## src/hdl/alt_pkg.sv

```systemverilog
`timescale 1ns / 1ps
// ----------------------------------------------------------------------------
// alt_pkg
// Shared types and constants for the assembly line tokeniser.
// ----------------------------------------------------------------------------
package alt_pkg;

  // records one source byte can cause, and the width of a count of them
  localparam int REC_SLOTS = 3;
  localparam int CNT_W     = 2;

  // fixed-width part of a record: has_char, text_char, ends_token, token_kind
  localparam int REC_FIXED_W = 14;

  typedef enum logic [2:0] {
    M_IDLE    = 3'd0,
    M_COMMENT = 3'd1,
    M_STRING  = 3'd2,
    M_ESCAPE  = 3'd3,
    M_IDENT   = 3'd4,
    M_NUMBER  = 3'd5,
    M_SIGN    = 3'd6
  } mode_t;

  typedef enum logic [3:0] {
    K_EOF     = 4'd0,
    K_NEWLINE = 4'd1,
    K_PERCENT = 4'd2,
    K_STAR    = 4'd3,
    K_STRING  = 4'd4,
    K_IDENT   = 4'd5,
    K_LABEL   = 4'd6,
    K_NUMBER  = 4'd7,
    K_UNKNOWN = 4'd8
  } kind_t;

  localparam logic [7:0] CH_TAB    = 8'h09;
  localparam logic [7:0] CH_LF     = 8'h0A;
  localparam logic [7:0] CH_CR     = 8'h0D;
  localparam logic [7:0] CH_SPACE  = 8'h20;
  localparam logic [7:0] CH_QUOTE  = 8'h22;
  localparam logic [7:0] CH_PCT    = 8'h25;
  localparam logic [7:0] CH_LPAREN = 8'h28;
  localparam logic [7:0] CH_STAR   = 8'h2A;
  localparam logic [7:0] CH_PLUS   = 8'h2B;
  localparam logic [7:0] CH_MINUS  = 8'h2D;
  localparam logic [7:0] CH_COLON  = 8'h3A;
  localparam logic [7:0] CH_BSLASH = 8'h5C;

  // scanner control state, position counters travel separately
  typedef struct packed {
    mode_t      mode;
    logic       cr_pending;
    logic       line_started;
    logic [7:0] sign_char;
  } scan_ctl_t;

endpackage

```

## src/hdl/alt_step.sv

```systemverilog
`timescale 1ns / 1ps
// ----------------------------------------------------------------------------
// alt_step
// Next-state and record logic for one source byte or end of source.
// ----------------------------------------------------------------------------
module alt_step import alt_pkg::*; #(
  parameter int POS_WIDTH = 16,
  parameter int TAB_STOP  = 8,
  parameter int PH_W      = 3,
  parameter int REC_W     = 46
) (
  input  logic                 op,
  input  logic [7:0]           c,
  input  scan_ctl_t            ctl,
  input  logic [POS_WIDTH-1:0] cur_line,
  input  logic [POS_WIDTH-1:0] cur_col,
  input  logic [PH_W-1:0]      cur_ph,
  input  logic [POS_WIDTH-1:0] tok_row,
  input  logic [POS_WIDTH-1:0] tok_col,
  output scan_ctl_t            ctl_nxt,
  output logic [POS_WIDTH-1:0] cur_line_nxt,
  output logic [POS_WIDTH-1:0] cur_col_nxt,
  output logic [PH_W-1:0]      cur_ph_nxt,
  output logic [POS_WIDTH-1:0] tok_row_nxt,
  output logic [POS_WIDTH-1:0] tok_col_nxt,
  output logic [CNT_W-1:0]     rec_cnt,
  output logic [REC_W-1:0]     recs [REC_SLOTS]
);

  localparam longint unsigned POS_MAX_L = (64'd1 << POS_WIDTH) - 64'd1;
  localparam logic [POS_WIDTH-1:0] POS_MAX = POS_WIDTH'(POS_MAX_L);
  localparam logic [PH_W-1:0] MAX_PH = PH_W'((POS_MAX_L - 64'd1) % TAB_STOP);
  localparam int STEP_W = $clog2(TAB_STOP + 1);

  function automatic logic [REC_W-1:0] mk_rec(input logic h, input logic [7:0] ch,
                                              input logic e, input kind_t k,
                                              input logic [POS_WIDTH-1:0] ln,
                                              input logic [POS_WIDTH-1:0] col);
    logic [7:0] chm;
    logic [3:0] km;
    chm = h ? ch : 8'd0;
    km  = e ? k : K_EOF;
    return {col, ln, km, e, chm, h};
  endfunction

  logic                 is_nl, is_tab, is_alpha, is_digit;
  logic [STEP_W-1:0]    col_step;
  logic [POS_WIDTH:0]   col_sum;
  logic [POS_WIDTH-1:0] adv_line, adv_col;
  logic [PH_W-1:0]      adv_ph;

  always_comb begin
    is_nl  = (c == CH_CR) || (c == CH_LF);
    is_tab = (c == CH_TAB);
    is_alpha = (c inside {[8'h41:8'h5A], [8'h61:8'h7A]});
    is_digit = (c inside {[8'h30:8'h39]});
    col_step = is_tab ? STEP_W'(STEP_W'(TAB_STOP) - STEP_W'(cur_ph)) : STEP_W'(1);
    col_sum  = {1'b0, cur_col} + (POS_WIDTH+1)'(col_step);
    if (is_nl) begin
      adv_line = (cur_line == POS_MAX) ? POS_MAX : cur_line + 1'b1;
      adv_col  = POS_WIDTH'(1);
      adv_ph   = '0;
    end else begin
      adv_line = cur_line;
      if (col_sum[POS_WIDTH]) begin
        adv_col = POS_MAX;
        adv_ph  = MAX_PH;
      end else begin
        adv_col = col_sum[POS_WIDTH-1:0];
        if (is_tab || (cur_ph == PH_W'(TAB_STOP - 1))) adv_ph = '0;
        else adv_ph = cur_ph + 1'b1;
      end
    end
  end

  logic                 adv, do_idle, do_str, do_nl;
  logic [CNT_W-1:0]     n;
  mode_t                m;
  logic                 ls;
  logic [7:0]           sc;
  logic [POS_WIDTH-1:0] tl, tc;

  always_comb begin
    adv = 1'b0; do_idle = 1'b0; do_str = 1'b0; do_nl = 1'b0;
    n = '0;
    for (int i = 0; i < REC_SLOTS; i++) recs[i] = '0;
    m  = ctl.mode;
    ls = ctl.line_started;
    sc = ctl.sign_char;
    tl = tok_row;
    tc = tok_col;

    if (op) begin
      case (ctl.mode)
        M_STRING: begin
          recs[n] = mk_rec(1'b0, 8'd0, 1'b1, K_UNKNOWN, tl, tc); n = n + 1'b1;
        end
        M_ESCAPE: begin
          recs[n] = mk_rec(1'b1, CH_BSLASH, 1'b1, K_UNKNOWN, tl, tc); n = n + 1'b1;
        end
        M_IDENT: begin
          recs[n] = mk_rec(1'b0, 8'd0, 1'b1, K_IDENT, tl, tc); n = n + 1'b1;
        end
        M_NUMBER: begin
          recs[n] = mk_rec(1'b0, 8'd0, 1'b1, K_NUMBER, tl, tc); n = n + 1'b1;
        end
        M_SIGN: begin
          recs[n] = mk_rec(1'b1, sc, 1'b1, K_UNKNOWN, tl, tc); n = n + 1'b1;
        end
        default: ;
      endcase
      recs[n] = mk_rec(1'b0, 8'd0, 1'b1, K_EOF, cur_line, cur_col); n = n + 1'b1;
      m = M_IDLE;
    end else if (!(ctl.cr_pending && c == CH_LF)) begin
      // LF straight after CR is part of the same newline
      case (ctl.mode)
        M_COMMENT: begin
          if (is_nl) do_nl = 1'b1;
          else adv = 1'b1;
        end
        M_STRING: do_str = 1'b1;
        M_ESCAPE: begin
          if (c == CH_QUOTE || c == CH_BSLASH) begin
            recs[n] = mk_rec(1'b1, c, 1'b0, K_EOF, tl, tc); n = n + 1'b1;
            m = M_STRING;
            adv = 1'b1;
          end else begin
            // lone backslash stays in the text
            recs[n] = mk_rec(1'b1, CH_BSLASH, 1'b0, K_EOF, tl, tc); n = n + 1'b1;
            do_str = 1'b1;
          end
        end
        M_IDENT: begin
          if (is_alpha || is_digit) begin
            recs[n] = mk_rec(1'b1, c, 1'b0, K_EOF, tl, tc); n = n + 1'b1;
            adv = 1'b1;
          end else if (c == CH_COLON) begin
            recs[n] = mk_rec(1'b0, 8'd0, 1'b1, K_LABEL, tl, tc); n = n + 1'b1;
            m = M_IDLE;
            adv = 1'b1;
          end else begin
            recs[n] = mk_rec(1'b0, 8'd0, 1'b1, K_IDENT, tl, tc); n = n + 1'b1;
            do_idle = 1'b1;
          end
        end
        M_NUMBER: begin
          if (is_digit) begin
            recs[n] = mk_rec(1'b1, c, 1'b0, K_EOF, tl, tc); n = n + 1'b1;
            adv = 1'b1;
          end else begin
            recs[n] = mk_rec(1'b0, 8'd0, 1'b1, K_NUMBER, tl, tc); n = n + 1'b1;
            do_idle = 1'b1;
          end
        end
        M_SIGN: begin
          if (is_digit) begin
            recs[n] = mk_rec(1'b1, sc, 1'b0, K_EOF, tl, tc); n = n + 1'b1;
            recs[n] = mk_rec(1'b1, c, 1'b0, K_EOF, tl, tc); n = n + 1'b1;
            m = M_NUMBER;
            adv = 1'b1;
          end else begin
            recs[n] = mk_rec(1'b1, sc, 1'b1, K_UNKNOWN, tl, tc); n = n + 1'b1;
            do_idle = 1'b1;
          end
        end
        default: do_idle = 1'b1;
      endcase

      if (do_str) begin
        m = M_STRING;
        if (c == CH_BSLASH) begin
          m = M_ESCAPE;
        end else if (c == CH_QUOTE) begin
          recs[n] = mk_rec(1'b0, 8'd0, 1'b1, K_STRING, tl, tc); n = n + 1'b1;
          m = M_IDLE;
        end else begin
          recs[n] = mk_rec(1'b1, c, 1'b0, K_EOF, tl, tc); n = n + 1'b1;
        end
        adv = 1'b1;
      end

      // byte seen between tokens; a token just ended falls through here too
      if (do_idle) begin
        m = M_IDLE;
        if (c == CH_SPACE || is_tab) begin
          adv = 1'b1;
        end else if (!ls && c == CH_LPAREN) begin
          m = M_COMMENT;
          adv = 1'b1;
        end else if (is_nl) begin
          do_nl = 1'b1;
        end else begin
          tl = cur_line;
          tc = cur_col;
          ls = 1'b1;
          if (c == CH_PCT) begin
            recs[n] = mk_rec(1'b1, c, 1'b1, K_PERCENT, tl, tc); n = n + 1'b1;
          end else if (c == CH_STAR) begin
            recs[n] = mk_rec(1'b1, c, 1'b1, K_STAR, tl, tc); n = n + 1'b1;
          end else if (c == CH_QUOTE) begin
            m = M_STRING;
          end else if (is_alpha) begin
            m = M_IDENT;
            recs[n] = mk_rec(1'b1, c, 1'b0, K_EOF, tl, tc); n = n + 1'b1;
          end else if (c == CH_PLUS || c == CH_MINUS) begin
            m = M_SIGN;
            sc = c;
          end else if (is_digit) begin
            m = M_NUMBER;
            recs[n] = mk_rec(1'b1, c, 1'b0, K_EOF, tl, tc); n = n + 1'b1;
          end else begin
            recs[n] = mk_rec(1'b1, c, 1'b1, K_UNKNOWN, tl, tc); n = n + 1'b1;
          end
          adv = 1'b1;
        end
      end

      if (do_nl) begin
        recs[n] = mk_rec(1'b1, CH_LF, 1'b1, K_NEWLINE, cur_line, cur_col); n = n + 1'b1;
        adv = 1'b1;
        ls  = 1'b0;
        m   = M_IDLE;
      end
    end

    rec_cnt = n;
    ctl_nxt.mode         = m;
    ctl_nxt.cr_pending   = !op && adv && (c == CH_CR);
    ctl_nxt.line_started = ls;
    ctl_nxt.sign_char    = sc;
    cur_line_nxt = adv ? adv_line : cur_line;
    cur_col_nxt  = adv ? adv_col  : cur_col;
    cur_ph_nxt   = adv ? adv_ph   : cur_ph;
    tok_row_nxt  = tl;
    tok_col_nxt  = tc;
  end

endmodule

```

## src/hdl/alt_outq.sv

```systemverilog
`timescale 1ns / 1ps
// ----------------------------------------------------------------------------
// alt_outq
// Result register: holds the records of one byte and hands them out in order.
// ----------------------------------------------------------------------------
module alt_outq import alt_pkg::*; #(
  parameter int REC_W = 46
) (
  input  logic             clk,
  input  logic             rst_n,
  input  logic             load,
  input  logic [CNT_W-1:0] load_cnt,
  input  logic [REC_W-1:0] load_recs [REC_SLOTS],
  input  logic             out_tready,
  output logic             out_tvalid,
  output logic [REC_W-1:0] out_rec,
  output logic             out_last,
  output logic             can_load
);

  logic [REC_W-1:0] rec_r   [REC_SLOTS];
  logic [REC_W-1:0] rec_nxt [REC_SLOTS];
  logic [CNT_W-1:0] cnt_r, cnt_nxt;
  logic             pop;

  assign out_tvalid = (cnt_r != '0);
  assign out_rec    = rec_r[0];
  assign out_last   = (cnt_r == CNT_W'(1));
  assign pop        = out_tvalid && out_tready;
  // free once the last held record leaves this cycle
  assign can_load   = (cnt_r == '0) || (out_last && out_tready);

  always_comb begin
    cnt_nxt = cnt_r - CNT_W'(pop);
    for (int i = 0; i < REC_SLOTS; i++) rec_nxt[i] = rec_r[i];
    if (pop) begin
      for (int i = 0; i < REC_SLOTS - 1; i++) rec_nxt[i] = rec_r[i+1];
    end
    if (load) begin
      cnt_nxt = load_cnt;
      for (int i = 0; i < REC_SLOTS; i++) rec_nxt[i] = load_recs[i];
    end
  end

  always_ff @(posedge clk) begin
    if (!rst_n) begin
      cnt_r <= '0;
    end else begin
      cnt_r <= cnt_nxt;
    end
  end

  always_ff @(posedge clk) begin
    for (int i = 0; i < REC_SLOTS; i++) rec_r[i] <= rec_nxt[i];
  end

endmodule

```

## src/hdl/assembly_line_tokenizer_core.sv

```systemverilog
`timescale 1ns / 1ps
// ----------------------------------------------------------------------------
// assembly_line_tokenizer_core
// Line-based assembly source tokeniser, one byte per cycle unless stalled.
// ----------------------------------------------------------------------------
// Input channel: in_tdata carries a source byte, in_tuser marks end of source
// (in_tdata is then ignored). Output channel: one record per transaction,
// carrying an optional text character and an optional token end with its kind
// and start position; out_tlast marks the final record caused by an input
// transaction. A byte that causes no record produces no output transaction.
// A byte accepted on the input lands in the input register and is scanned
// from there once the result register can take its records, which are then
// loaded into it. Throughput: one byte per cycle while each byte yields at
// most one record and out_tready stays high; further records of a byte hold
// the input while the single result port drains one record per ready cycle.
// Reset (synchronous, rst_n low) returns the scanner to line 1, column 1,
// between tokens, and drops any held records.
// When the receiver stalls the records stay put; one further byte is taken
// into the input register and then in_tready falls until the records drain.
// ----------------------------------------------------------------------------
module assembly_line_tokenizer_core import alt_pkg::*; #(
  parameter int POS_WIDTH = 16,
  parameter int TAB_STOP  = 8
) (
  input  logic clk,
  input  logic rst_n,
  input  logic in_tvalid,
  output logic in_tready,
  input  logic [7:0] in_tdata,  // source_byte
  input  logic in_tuser,        // op
  output logic out_tvalid,
  input  logic out_tready,
  // has_char, text_char, ends_token, token_kind, start_line, start_column
  output logic [((REC_FIXED_W + 2*POS_WIDTH + 7) / 8) * 8 - 1:0] out_tdata,
  output logic out_tlast        // last_of_run
);

  localparam int REC_W  = REC_FIXED_W + 2 * POS_WIDTH;
  localparam int DATA_W = ((REC_W + 7) / 8) * 8;
  localparam int PH_W   = (TAB_STOP > 1) ? $clog2(TAB_STOP) : 1;

  // input register
  logic       in_full_r;
  logic       op_r;
  logic [7:0] byte_r;

  scan_ctl_t            ctl_r, ctl_nxt;
  logic [POS_WIDTH-1:0] cur_line_r, cur_line_nxt, cur_col_r, cur_col_nxt;
  logic [POS_WIDTH-1:0] tok_row_r, tok_row_nxt, tok_col_r, tok_col_nxt;
  logic [PH_W-1:0]      cur_ph_r, cur_ph_nxt;

  logic [CNT_W-1:0] rec_cnt;
  logic [REC_W-1:0] recs [REC_SLOTS];
  logic [REC_W-1:0] out_rec;
  logic             can_load, step_fire;

  assign step_fire = in_full_r && can_load;
  assign in_tready = !in_full_r || step_fire;

  always_ff @(posedge clk) begin
    if (!rst_n) begin
      in_full_r <= 1'b0;
    end else if (in_tready) begin
      in_full_r <= in_tvalid;
    end
  end

  always_ff @(posedge clk) begin
    if (in_tvalid && in_tready) begin
      op_r   <= in_tuser;
      byte_r <= in_tdata;
    end
  end

  always_ff @(posedge clk) begin
    if (!rst_n) begin
      ctl_r.mode         <= M_IDLE;
      ctl_r.cr_pending   <= 1'b0;
      ctl_r.line_started <= 1'b0;
      ctl_r.sign_char    <= 8'd0;
      cur_line_r <= POS_WIDTH'(1);
      cur_col_r  <= POS_WIDTH'(1);
      tok_row_r  <= POS_WIDTH'(1);
      tok_col_r  <= POS_WIDTH'(1);
      cur_ph_r   <= '0;
    end else if (step_fire) begin
      ctl_r      <= ctl_nxt;
      cur_line_r <= cur_line_nxt;
      cur_col_r  <= cur_col_nxt;
      tok_row_r  <= tok_row_nxt;
      tok_col_r  <= tok_col_nxt;
      cur_ph_r   <= cur_ph_nxt;
    end
  end

  alt_step #(
    .POS_WIDTH (POS_WIDTH),
    .TAB_STOP  (TAB_STOP),
    .PH_W      (PH_W),
    .REC_W     (REC_W)
  ) u_step (
    .op           (op_r),
    .c            (byte_r),
    .ctl          (ctl_r),
    .cur_line     (cur_line_r),
    .cur_col      (cur_col_r),
    .cur_ph       (cur_ph_r),
    .tok_row      (tok_row_r),
    .tok_col      (tok_col_r),
    .ctl_nxt      (ctl_nxt),
    .cur_line_nxt (cur_line_nxt),
    .cur_col_nxt  (cur_col_nxt),
    .cur_ph_nxt   (cur_ph_nxt),
    .tok_row_nxt  (tok_row_nxt),
    .tok_col_nxt  (tok_col_nxt),
    .rec_cnt      (rec_cnt),
    .recs         (recs)
  );

  alt_outq #(
    .REC_W (REC_W)
  ) u_outq (
    .clk        (clk),
    .rst_n      (rst_n),
    .load       (step_fire),
    .load_cnt   (rec_cnt),
    .load_recs  (recs),
    .out_tready (out_tready),
    .out_tvalid (out_tvalid),
    .out_rec    (out_rec),
    .out_last   (out_tlast),
    .can_load   (can_load)
  );

  assign out_tdata = DATA_W'(out_rec);

`ifndef SYNTHESIS
  // a byte waiting in the input register is never dropped
  a_hold_item: assert property (@(posedge clk) disable iff (!rst_n)
    in_full_r && !can_load |=> in_full_r)
    else $error("pending input transaction lost");

  // end of file is always the final record of its run
  a_eof_last: assert property (@(posedge clk) disable iff (!rst_n)
    out_tvalid && out_rec[9] && (out_rec[13:10] == K_EOF) |-> out_tlast)
    else $error("EOF record not marked last");

  // text character is zero when no character is carried
  a_char_clear: assert property (@(posedge clk) disable iff (!rst_n)
    out_tvalid && !out_rec[0] |-> (out_rec[8:1] == 8'd0))
    else $error("stray text character");
`endif

endmodule

```

## config.mk

```make
export PLATFORM = sky130hd
export DESIGN_NAME = assembly_line_tokenizer_core
export DESIGN_NICKNAME = d
export VERILOG_FILES = /design/src/hdl/alt_pkg.sv /design/src/hdl/alt_step.sv /design/src/hdl/alt_outq.sv /design/src/hdl/assembly_line_tokenizer_core.sv
export SDC_FILE = /design/constraint.sdc
export NUM_CORES = 1
export LEC_CHECK = 0
export BUFFER_PORTS_ARGS = -buffer_cell sky130_fd_sc_hd__buf_2
export CORE_ASPECT_RATIO = 1.25
export CORE_MARGIN = 10
export CORE_UTILIZATION = 37
export DETAILED_ROUTE_END_ITERATION = 10
export GPL_ROUTABILITY_DRIVEN = 0
export PLACE_DENSITY = 0.52
export SLEW_MARGIN = 20
export SYNTH_ARGS = -nofsm -noshare
export SYNTH_HDL_FRONTEND = slang
export SYNTH_HIERARCHICAL = 1
export SYNTH_SLANG_ARGS = --single-unit
```

## constraint.sdc

```tcl
create_clock -name clk -period 4.8 [get_ports clk]
set_clock_uncertainty 0.1 [all_clocks]
set_input_delay 0.48 -clock clk [delete_from_list [all_inputs] [get_ports clk]]
set_output_delay 0.48 -clock clk [all_outputs]
set_load 0.005 [all_outputs]
```

==> key figures, run 1 <==
Drt
  • WL per Instance: 20.6 um
  • Residual DRC: 0
  • Total vias in the final route: 11200
  • DRC violation total after the first TritonRoute iteration: 921
  • DR pass1 iterations: 5
  • Detailed-route wire length: 39800 um
  • Number of routed nets with antenna violations: 0
  • Vias per Instance: 5.77

Worst hold path
  • WHS Path Cells: 1
  • Hold path endpoint: byte_r[1]$_DFFE_PP_
  • Start point of the worst min-delay path: in_tdata[1]
  • Class of the tightest hold or removal check: input pin to register

Die
  • Row cnt: 80
  • Die Height: 241 um
  • Die boundary width: 197 um
  • I/O pin count: 64
  • Standard cell core area: 38400 um^2
  • Die ar.: 47400 um^2
  • Initial core utilization: 37.6%

Synthesis
  • Post-synthesis sequential element count: 230
  • Area leader, netlist: sky130_fd_sc_hd__edfxtp_1
  • Synth Cell Area: 14500 um^2
  • Cells after synthesis: 1468
  • Post-synth EDFFs: 147
  • Adder and majority cell fraction of the synthesized area: 1.44%
  • Proportion of register bits with asynchronous set or reset after synthesis: 0%
  • Xor/xnor cell area share of the yosys netlist: 0.545%
  • Largest family of logic cells by synthesized area: compound AO/OA/AOI/OAI gates
  • Portion of the post-synthesis area used by sequential elements: 42.0%
  • Top cell type's share of synthesized area: 30.5%
  • Warnings from Yosys: 6
  • Synth area leaders: sky130_fd_sc_hd__edfxtp_1 (31%), sky130_fd_sc_hd__dfxtp_1 (11%), sky130_fd_sc_hd__mux2_2 (7.8%)
  • Post-Synth Simple-Gate Area: 16.8%
  • Synth Flop Type: sky130_fd_sc_hd__edfxtp_1
  • Proportion of synthesized area in mux cells: 10.6%
  • Mean cell area of the mapped netlist: 9.84 um^2
  • Number of distinct library cells after synthesis: 87
  • Compound-cell area share of the yosys netlist: 19.6%

Critical path
  • Highest fanout seen on the critical path: 21
  • Nature of the critical path endpoint: register
  • Worst reg2reg path endpoint: u_outq/rec_r[0][29]$_DFFE_PP_
  • Arrival @ worst endpoint: 4.73 ns
  • Critical path data required time: 5.00 ns
  • Critical setup path kind: register to register
  • Category of the worst setup path launch point: register
  • Worst reg-to-reg path cell count: 14
  • Setup slack of the most critical reg-to-reg path: 0.27 ns
  • Origin of the critical flop-to-flop path: byte_r[4]$_DFFE_PP_

Global routing
  • Global-route wire length before repair: 62700 um
  • Global route overflow: 0
  • Met1 track demand over resource in global routing: 21.7%
  • Total global routing track utilization: 16.3%
  • Pin count of the biggest net entering global routing: 97
  • GR peak layer: met2
  • Vias in the first global route: 10800
  • Number of antenna violations at the first check in global routing: 0
  • Global Route met3 Usage: 2.15%
  • Met2 demand-to-capacity share in global routing: 26.7%

STA
  • Hold_ws: 0.0280 ns
  • Setup violations, final: 0
  • RSZ-0062 raised after global routing: no
  • Slew at the pin closest to its max-slew limit: 1.01 ns
  • Clock period minus worst slack: 4.53 ns
  • Headroom to the max-slew limit: 32.4%
  • Setup_tns: 0 ns
  • Max Transition Viols Final: 0
  • Final hold violation count: 0
  • Final worst path period share: 94.3%
  • F_max: 221 MHz

Placement
  • Placed instance count: 1883
  • Cell Area, Placed: 14700 um^2
  • Port Buffer Count: 61
  • DP HPWL: 24300 um

CTS
  • Number of sinks driven by the clock tree: 230
  • Max H-tree Level: 1
  • CTS Root Buffer Type: sky130_fd_sc_hd__clkbuf_16
  • Maximum count of clock buffers along a single path: 3
  • Clock transition at the registers of the reported paths: 0.06 ns
  • TritonCTS clock tree: done
  • Clock insertion delay at the later pin of the skew report: 0.56 ns
  • Total CTS buffers: 26

Layout
  • Number of standard cells in the layout, taps in and fillers out: 1938
  • Area added between synthesis and finish: 7.54%
  • Design Area, Final: 15500 um^2
  • Fillcell total: 3828
  • Share of final-layout standard cells stronger than drive strength 1: 26.8%
  • Ant diodes: 0
  • Layout net count: 1456

Pwr
  • Cell Pwr Density: 338 nW/um^2
  • IR Drop Worst-Case VDD: 0.000225 V
  • Lkg Pwr: 5.49 nW

Run status
  • Status: completed

Flow run
  • Max-cap check violation count: 0
logic make-up (layout without fill, tap and decap cells):
logic type                 Yosys count  after routing
xor gates and xnor gates             9              9
adders and majority gates           16             16
buffers and inverters              217            193
DFF                                230            230
AOI/OAI and AO/OA                  382            382
other                                2              4
muxes                              127            127
and+or+nand+nor                    485            485
final cells by class:
| class | count | area (um^2) | area share, % |
|---|---|---|---|
| inverter | 28 | 105 | 0.676 |
| sequential | 230 | 6080 | 39.1 |
| tap | 492 | 616 | 3.96 |
| clock inverter | 11 | 82.6 | 0.531 |
| clock buffer | 36 | 698 | 4.49 |
| timing repair buffer | 118 | 806 | 5.18 |
| multi-input combinational | 1023 | 7160 | 46.1 |
Yosys cell counts, types with 10 or more instances:
cell type                  number
sky130_fd_sc_hd__nand4_1       81
sky130_fd_sc_hd__nor2_1        47
sky130_fd_sc_hd__and2_1        48
sky130_fd_sc_hd__a221o_1       32
sky130_fd_sc_hd__nor3_1        22
sky130_fd_sc_hd__a31oi_1       19
sky130_fd_sc_hd__mux2_4        27
sky130_fd_sc_hd__a21oi_1       96
sky130_fd_sc_hd__buf_6         10
sky130_fd_sc_hd__nand2_1      197
sky130_fd_sc_hd__buf_4         53
sky130_fd_sc_hd__ha_1          15
sky130_fd_sc_hd__inv_1         27
sky130_fd_sc_hd__dfxtp_1       83
sky130_fd_sc_hd__nand3_1       27
sky130_fd_sc_hd__o21a_1        11
sky130_fd_sc_hd__buf_2         41
sky130_fd_sc_hd__clkbuf_1      70
sky130_fd_sc_hd__mux2_2       100
sky130_fd_sc_hd__o21ai_0       37
sky130_fd_sc_hd__o21ai_2       76
sky130_fd_sc_hd__a22o_1        36
sky130_fd_sc_hd__edfxtp_1     147
worst max-delay path: stages, from the launching register on:
cell and delay, ns:
sky130_fd_sc_hd__edfxtp_1 0.53, sky130_fd_sc_hd__or4b_2 0.79, sky130_fd_sc_hd__nor3_4 0.30, sky130_fd_sc_hd__nor3_1 0.07, sky130_fd_sc_hd__o31ai_1 0.33, sky130_fd_sc_hd__buf_4 0.18
sky130_fd_sc_hd__xnor2_1 0.23, sky130_fd_sc_hd__ha_1 0.24, sky130_fd_sc_hd__nand2_1 0.06, sky130_fd_sc_hd__a31oi_2 0.18, sky130_fd_sc_hd__nand2b_1 0.27, sky130_fd_sc_hd__nor3_4 0.07
sky130_fd_sc_hd__buf_4 0.26, sky130_fd_sc_hd__a221o_1 0.39, sky130_fd_sc_hd__mux2_2 0.26
timing repair:
| action | CTS | global route |
|---|---|---|
| hold endpoints to repair | 8 | 0 |
| hold buffers | 8 | 0 |
| setup endpoints to repair | 0 | 12 |
| gates resized for setup | 0 | 3 |
| buffers inserted | 0 | 0 |
routing by layer:
layer,vias up,routed length [um]
met4,0,1200
li1,5322,-
met1,5437,17700
met5,-,0
met2,350,18800
met3,75,2200
report_power, final:
part	total, mW	switching (mW)	leakage (nW)	internal [mW]
Sequential	2.48	0.0832	2.08	2.40
Combinational	0.912	0.578	3.04	0.334
Clock	1.86	0.837	0.373	1.02
cells in the final DEF, fill, tap and decap left out, types with 26 or more instances in the layout:
cell type,instances
sky130_fd_sc_hd__clkbuf_16,26
sky130_fd_sc_hd__and2_1,48
sky130_fd_sc_hd__edfxtp_1,147
sky130_fd_sc_hd__o21ai_0,37
sky130_fd_sc_hd__mux2_4,27
sky130_fd_sc_hd__nand2_1,197
sky130_fd_sc_hd__nand4_1,81
sky130_fd_sc_hd__buf_2,60
sky130_fd_sc_hd__a221o_1,32
sky130_fd_sc_hd__a21oi_1,94
sky130_fd_sc_hd__nand3_1,27
sky130_fd_sc_hd__buf_4,46
sky130_fd_sc_hd__inv_1,27
sky130_fd_sc_hd__o21ai_2,77
sky130_fd_sc_hd__dfxtp_1,82
sky130_fd_sc_hd__mux2_2,100
sky130_fd_sc_hd__nor2_1,44
sky130_fd_sc_hd__a22o_1,36
metrics by stage:
stage               setup WS, ns  power, mW  utilization (%)
floorplan                  0.299       3.27                -
global placement           0.180       3.44             38.2
detailed placement         0.177       3.45             38.2
CTS                        0.162       5.36             40.4
global route              0.0142       5.52             40.4
finish                     0.273       5.26             40.4
how the worst max path moves through the flow:
stage	start	to	slack [ns]	cells after the start
floorplan	byte_r[4]$_DFFE_PP_	u_outq/rec_r[0][29]$_DFFE_PP_	0.30	17
global placement	byte_r[6]$_DFFE_PP_	cur_col_r[11]$_SDFFE_PN0P_	0.18	15
detailed placement	byte_r[7]$_DFFE_PP_	cur_col_r[11]$_SDFFE_PN0P_	0.18	14
CTS	byte_r[6]$_DFFE_PP_	cur_col_r[11]$_SDFFE_PN0P_	0.16	15
global route	byte_r[7]$_DFFE_PP_	u_outq/rec_r[0][29]$_DFFE_PP_	0.01	15
finish	byte_r[4]$_DFFE_PP_	u_outq/rec_r[0][29]$_DFFE_PP_	0.27	14
registers in the layout, summed over array words and instances, names as in the netlist:
register and cells:
byte_r 8, ctl_r 13, cur_col_r 16, cur_line_r 16, cur_ph_r 3, in_full_r 1
op_r 1, tok_col_r 16, tok_row_r 16, u_outq/cnt_r 2, u_outq/rec_r 138
(Power assumes the default switching activity.)
==> run 2: changes to the inputs <==
Settings changed: CELL_PAD_IN_SITES_DETAIL_PLACEMENT from default to 0, CELL_PAD_IN_SITES_GLOBAL_PLACEMENT from default to 1, PLACE_DENSITY 0.52 to 0.64.
==> key figures, run 2 (synthesis results as in run 1) <==
Run status
  • Status: completed (unchanged)

Placement
  • DP HPWL: 24800 um (was 24300 um)
  • Port Buffer Count: 61 (unchanged)

STA
  • RSZ-0062 raised after global routing: no (unchanged)
  • Setup violations, final: 0 (unchanged)
  • Final hold violation count: 0 (unchanged)
  • Max Transition Viols Final: 0 (unchanged)
  • F_max: 225 MHz (was 221 MHz)
  • Clock period minus worst slack: 4.44 ns (was 4.53 ns)
  • Headroom to the max-slew limit: 24.0% (was 32.4%)
  • Slew at the pin closest to its max-slew limit: 1.14 ns (was 1.01 ns)
  • Setup_tns: 0 ns (unchanged)
  • Final worst path period share: 92.5% (was 94.3%)

Layout
  • Reg with most FFs: u_outq/rec_r (unchanged)
  • Flip-flop count of the largest register, all copies and words added: 138 (unchanged)
  • Most common cell after layout, fill and taps aside: sky130_fd_sc_hd__nand2_1 (unchanged)
  • Layout net count: 1451 (was 1456)
  • Area added between synthesis and finish: 7.58% (was 7.54%)
  • Ant diodes: 0 (unchanged)
  • Share of final-layout standard cells stronger than drive strength 1: 26.9% (was 26.8%)
  • Most frequent cells in the layout: sky130_fd_sc_hd__nand2_1 (197), sky130_fd_sc_hd__edfxtp_1 (147), sky130_fd_sc_hd__mux2_2 (100), sky130_fd_sc_hd__a21oi_1 (94), sky130_fd_sc_hd__dfxtp_1 (82) (unchanged)

Die
  • Standard cell core area: 38400 um^2 (unchanged)
  • Initial core utilization: 37.6% (unchanged)
  • Die ar.: 47400 um^2 (unchanged)
  • I/O pin count: 64 (unchanged)
  • Row cnt: 80 (unchanged)
  • Die Height: 241 um (unchanged)
  • Die boundary width: 197 um (unchanged)

CTS
  • Max H-tree Level: 1 (unchanged)
  • Clock insertion delay at the later pin of the skew report: 0.55 ns (was 0.56 ns)
  • Number of buffers inserted to repair setup after CTS: 0 (unchanged)
  • TritonCTS clock tree: done (unchanged)
  • Total CTS buffers: 26 (unchanged)
  • Clock transition at the registers of the reported paths: 0.06 ns (about the same)
  • Number of sinks driven by the clock tree: 230 (unchanged)
  • CTS Root Buffer Type: sky130_fd_sc_hd__clkbuf_16 (unchanged)
  • Maximum count of clock buffers along a single path: 3 (unchanged)

Global routing
  • Global-route wire length before repair: 63400 um (was 62700 um)
  • Number of antenna violations at the first check in global routing: 0 (unchanged)
  • Total global routing track utilization: 16.6% (was 16.3%)
  • Pin count of the biggest net entering global routing: 150 (was 97)
  • Vias in the first global route: 10600 (was 10800)
  • Global route overflow: 0 (unchanged)

Pwr
  • IR Drop Worst-Case VDD: 0.000264 V (was 0.000225 V)
  • Lkg Pwr: 5.52 nW (was 5.49 nW)
  • Cell Pwr Density: 352 nW/um^2 (was 338 nW/um^2)
  • Final Total Pwr: 5.47 mW (was 5.26 mW)

Drt
  • DRC violation total after the first TritonRoute iteration: 937 (was 921)
  • Vias per Instance: 5.78 (was 5.77)
  • WL per Instance: 20.9 um (was 20.6 um)
  • DR pass1 iterations: 6 (was 5)
  • Number of routed nets with antenna violations: 0 (unchanged)
  • Detailed-route wire length: 40400 um (was 39800 um)
  • Total vias in the final route: 11200 (about the same)
  • Residual DRC: 0 (unchanged)

Critical path
  • Critical setup path kind: register to register (unchanged)
  • Arrival @ worst endpoint: 4.64 ns (was 4.73 ns)
  • Highest fanout seen on the critical path: 21 (unchanged)
  • Critical path data required time: 5.00 ns (about the same)
  • Nature of the critical path endpoint: register (unchanged)
  • Category of the worst setup path launch point: register (unchanged)

Worst hold path
  • Class of the tightest hold or removal check: input pin to register (unchanged)

Flow run
  • Max-cap check violation count: 0 (unchanged)
==> run 2: cell types whose count changed in the layout (fill, tap and decap cells not counted), moves of 2 or more <==
cell                            before  now
sky130_fd_sc_hd__buf_12              4    2
sky130_fd_sc_hd__clkbuf_1            9    3
sky130_fd_sc_hd__clkinv_1            2    6
sky130_fd_sc_hd__clkinvlp_4          3    0
sky130_fd_sc_hd__bufinv_16           0    4
sky130_fd_sc_hd__dlygate4sd3_1       8    4
==> run 2: repair_timing <==
item                                    in CTS  in global routing
hold endpoints to repair                     4                  0
gates resized for setup                      0                  3
endpoints found under the setup margin       0                  7
hold buffers                                 4                  0
==> run 2: final cells by class <==
cell class	count	area (um^2)
fill	3834	22900
multi-input combinational	1023	7150
sequential	230	6080
timing repair buffer	113	733
clock buffer	31	689
tap	492	616
clock inverter	15	180
inverter	28	105
==> run 2: critical path, cell delays in order, from the launching register on <==
cell and delay, ns:
sky130_fd_sc_hd__edfxtp_1 0.48, sky130_fd_sc_hd__or4_1 0.55, sky130_fd_sc_hd__o21ai_1 0.18, sky130_fd_sc_hd__or3b_1 0.52, sky130_fd_sc_hd__a211oi_4 0.34, sky130_fd_sc_hd__xnor2_1 0.26
sky130_fd_sc_hd__ha_1 0.23, sky130_fd_sc_hd__nand2_1 0.06, sky130_fd_sc_hd__a31oi_2 0.19, sky130_fd_sc_hd__nand2b_1 0.28, sky130_fd_sc_hd__nor3_4 0.07, sky130_fd_sc_hd__buf_4 0.26
sky130_fd_sc_hd__a221o_1 0.39, sky130_fd_sc_hd__mux2_2 0.27
==> run 2: power breakdown <==
| part | total, mW | switching [mW] | internal (mW) |
|---|---|---|---|
| combinational | 0.920 | 0.587 | 0.333 |
| sequential | 2.49 | 0.0875 | 2.40 |
| clock | 2.06 | 0.832 | 1.23 |
==> run 2: stage by stage <==
| step | instance area (um^2) | util, % | setup slack [ns] | instances | hold slack (ns) |
|---|---|---|---|---|---|
| after floorplan | 14500 | - | 0.299 | 1470 | 0.336 |
| after global routing | 15500 | 40.4 | 0.112 | 1932 | 0.0117 |
| after CTS | 15500 | 40.4 | 0.0872 | 1932 | 0.000364 |
| final | 15500 | 40.4 | 0.360 | 1932 | 0.0208 |
| after detailed placement | 14600 | 38.1 | 0.116 | 1882 | 0.355 |
| after global placement | 14600 | 38.1 | 0.0939 | 1882 | 0.348 |
==> run 2: layer usage <==
| layer | vias up | GRT usage (%) | share of wire [%] |
|---|---|---|---|
| li1 | 5315 | - | - |
| met1 | 5498 | 22.7 | 46 |
| met2 | 301 | 26.9 | 47 |
| met3 | 58 | 2.30 | 5.2 |
| met4 | 0 | 4.78 | 2.2 |
| met5 | - | 0 | 0 |
==> run 2: worst paths after layout <==
kind	start	to	slack [ns]	cells after the start
max	byte_r[1]$_DFFE_PP_	u_outq/rec_r[0][17]$_DFFE_PP_	0.36	13
min	in_tdata[6]	byte_r[6]$_DFFE_PP_	0.02	1
max reg2reg	byte_r[1]$_DFFE_PP_	u_outq/rec_r[0][17]$_DFFE_PP_	0.36	13
min reg2reg	ctl_r[9]$_SDFFE_PN0P_	ctl_r[9]$_SDFFE_PN0P_	0.36	2
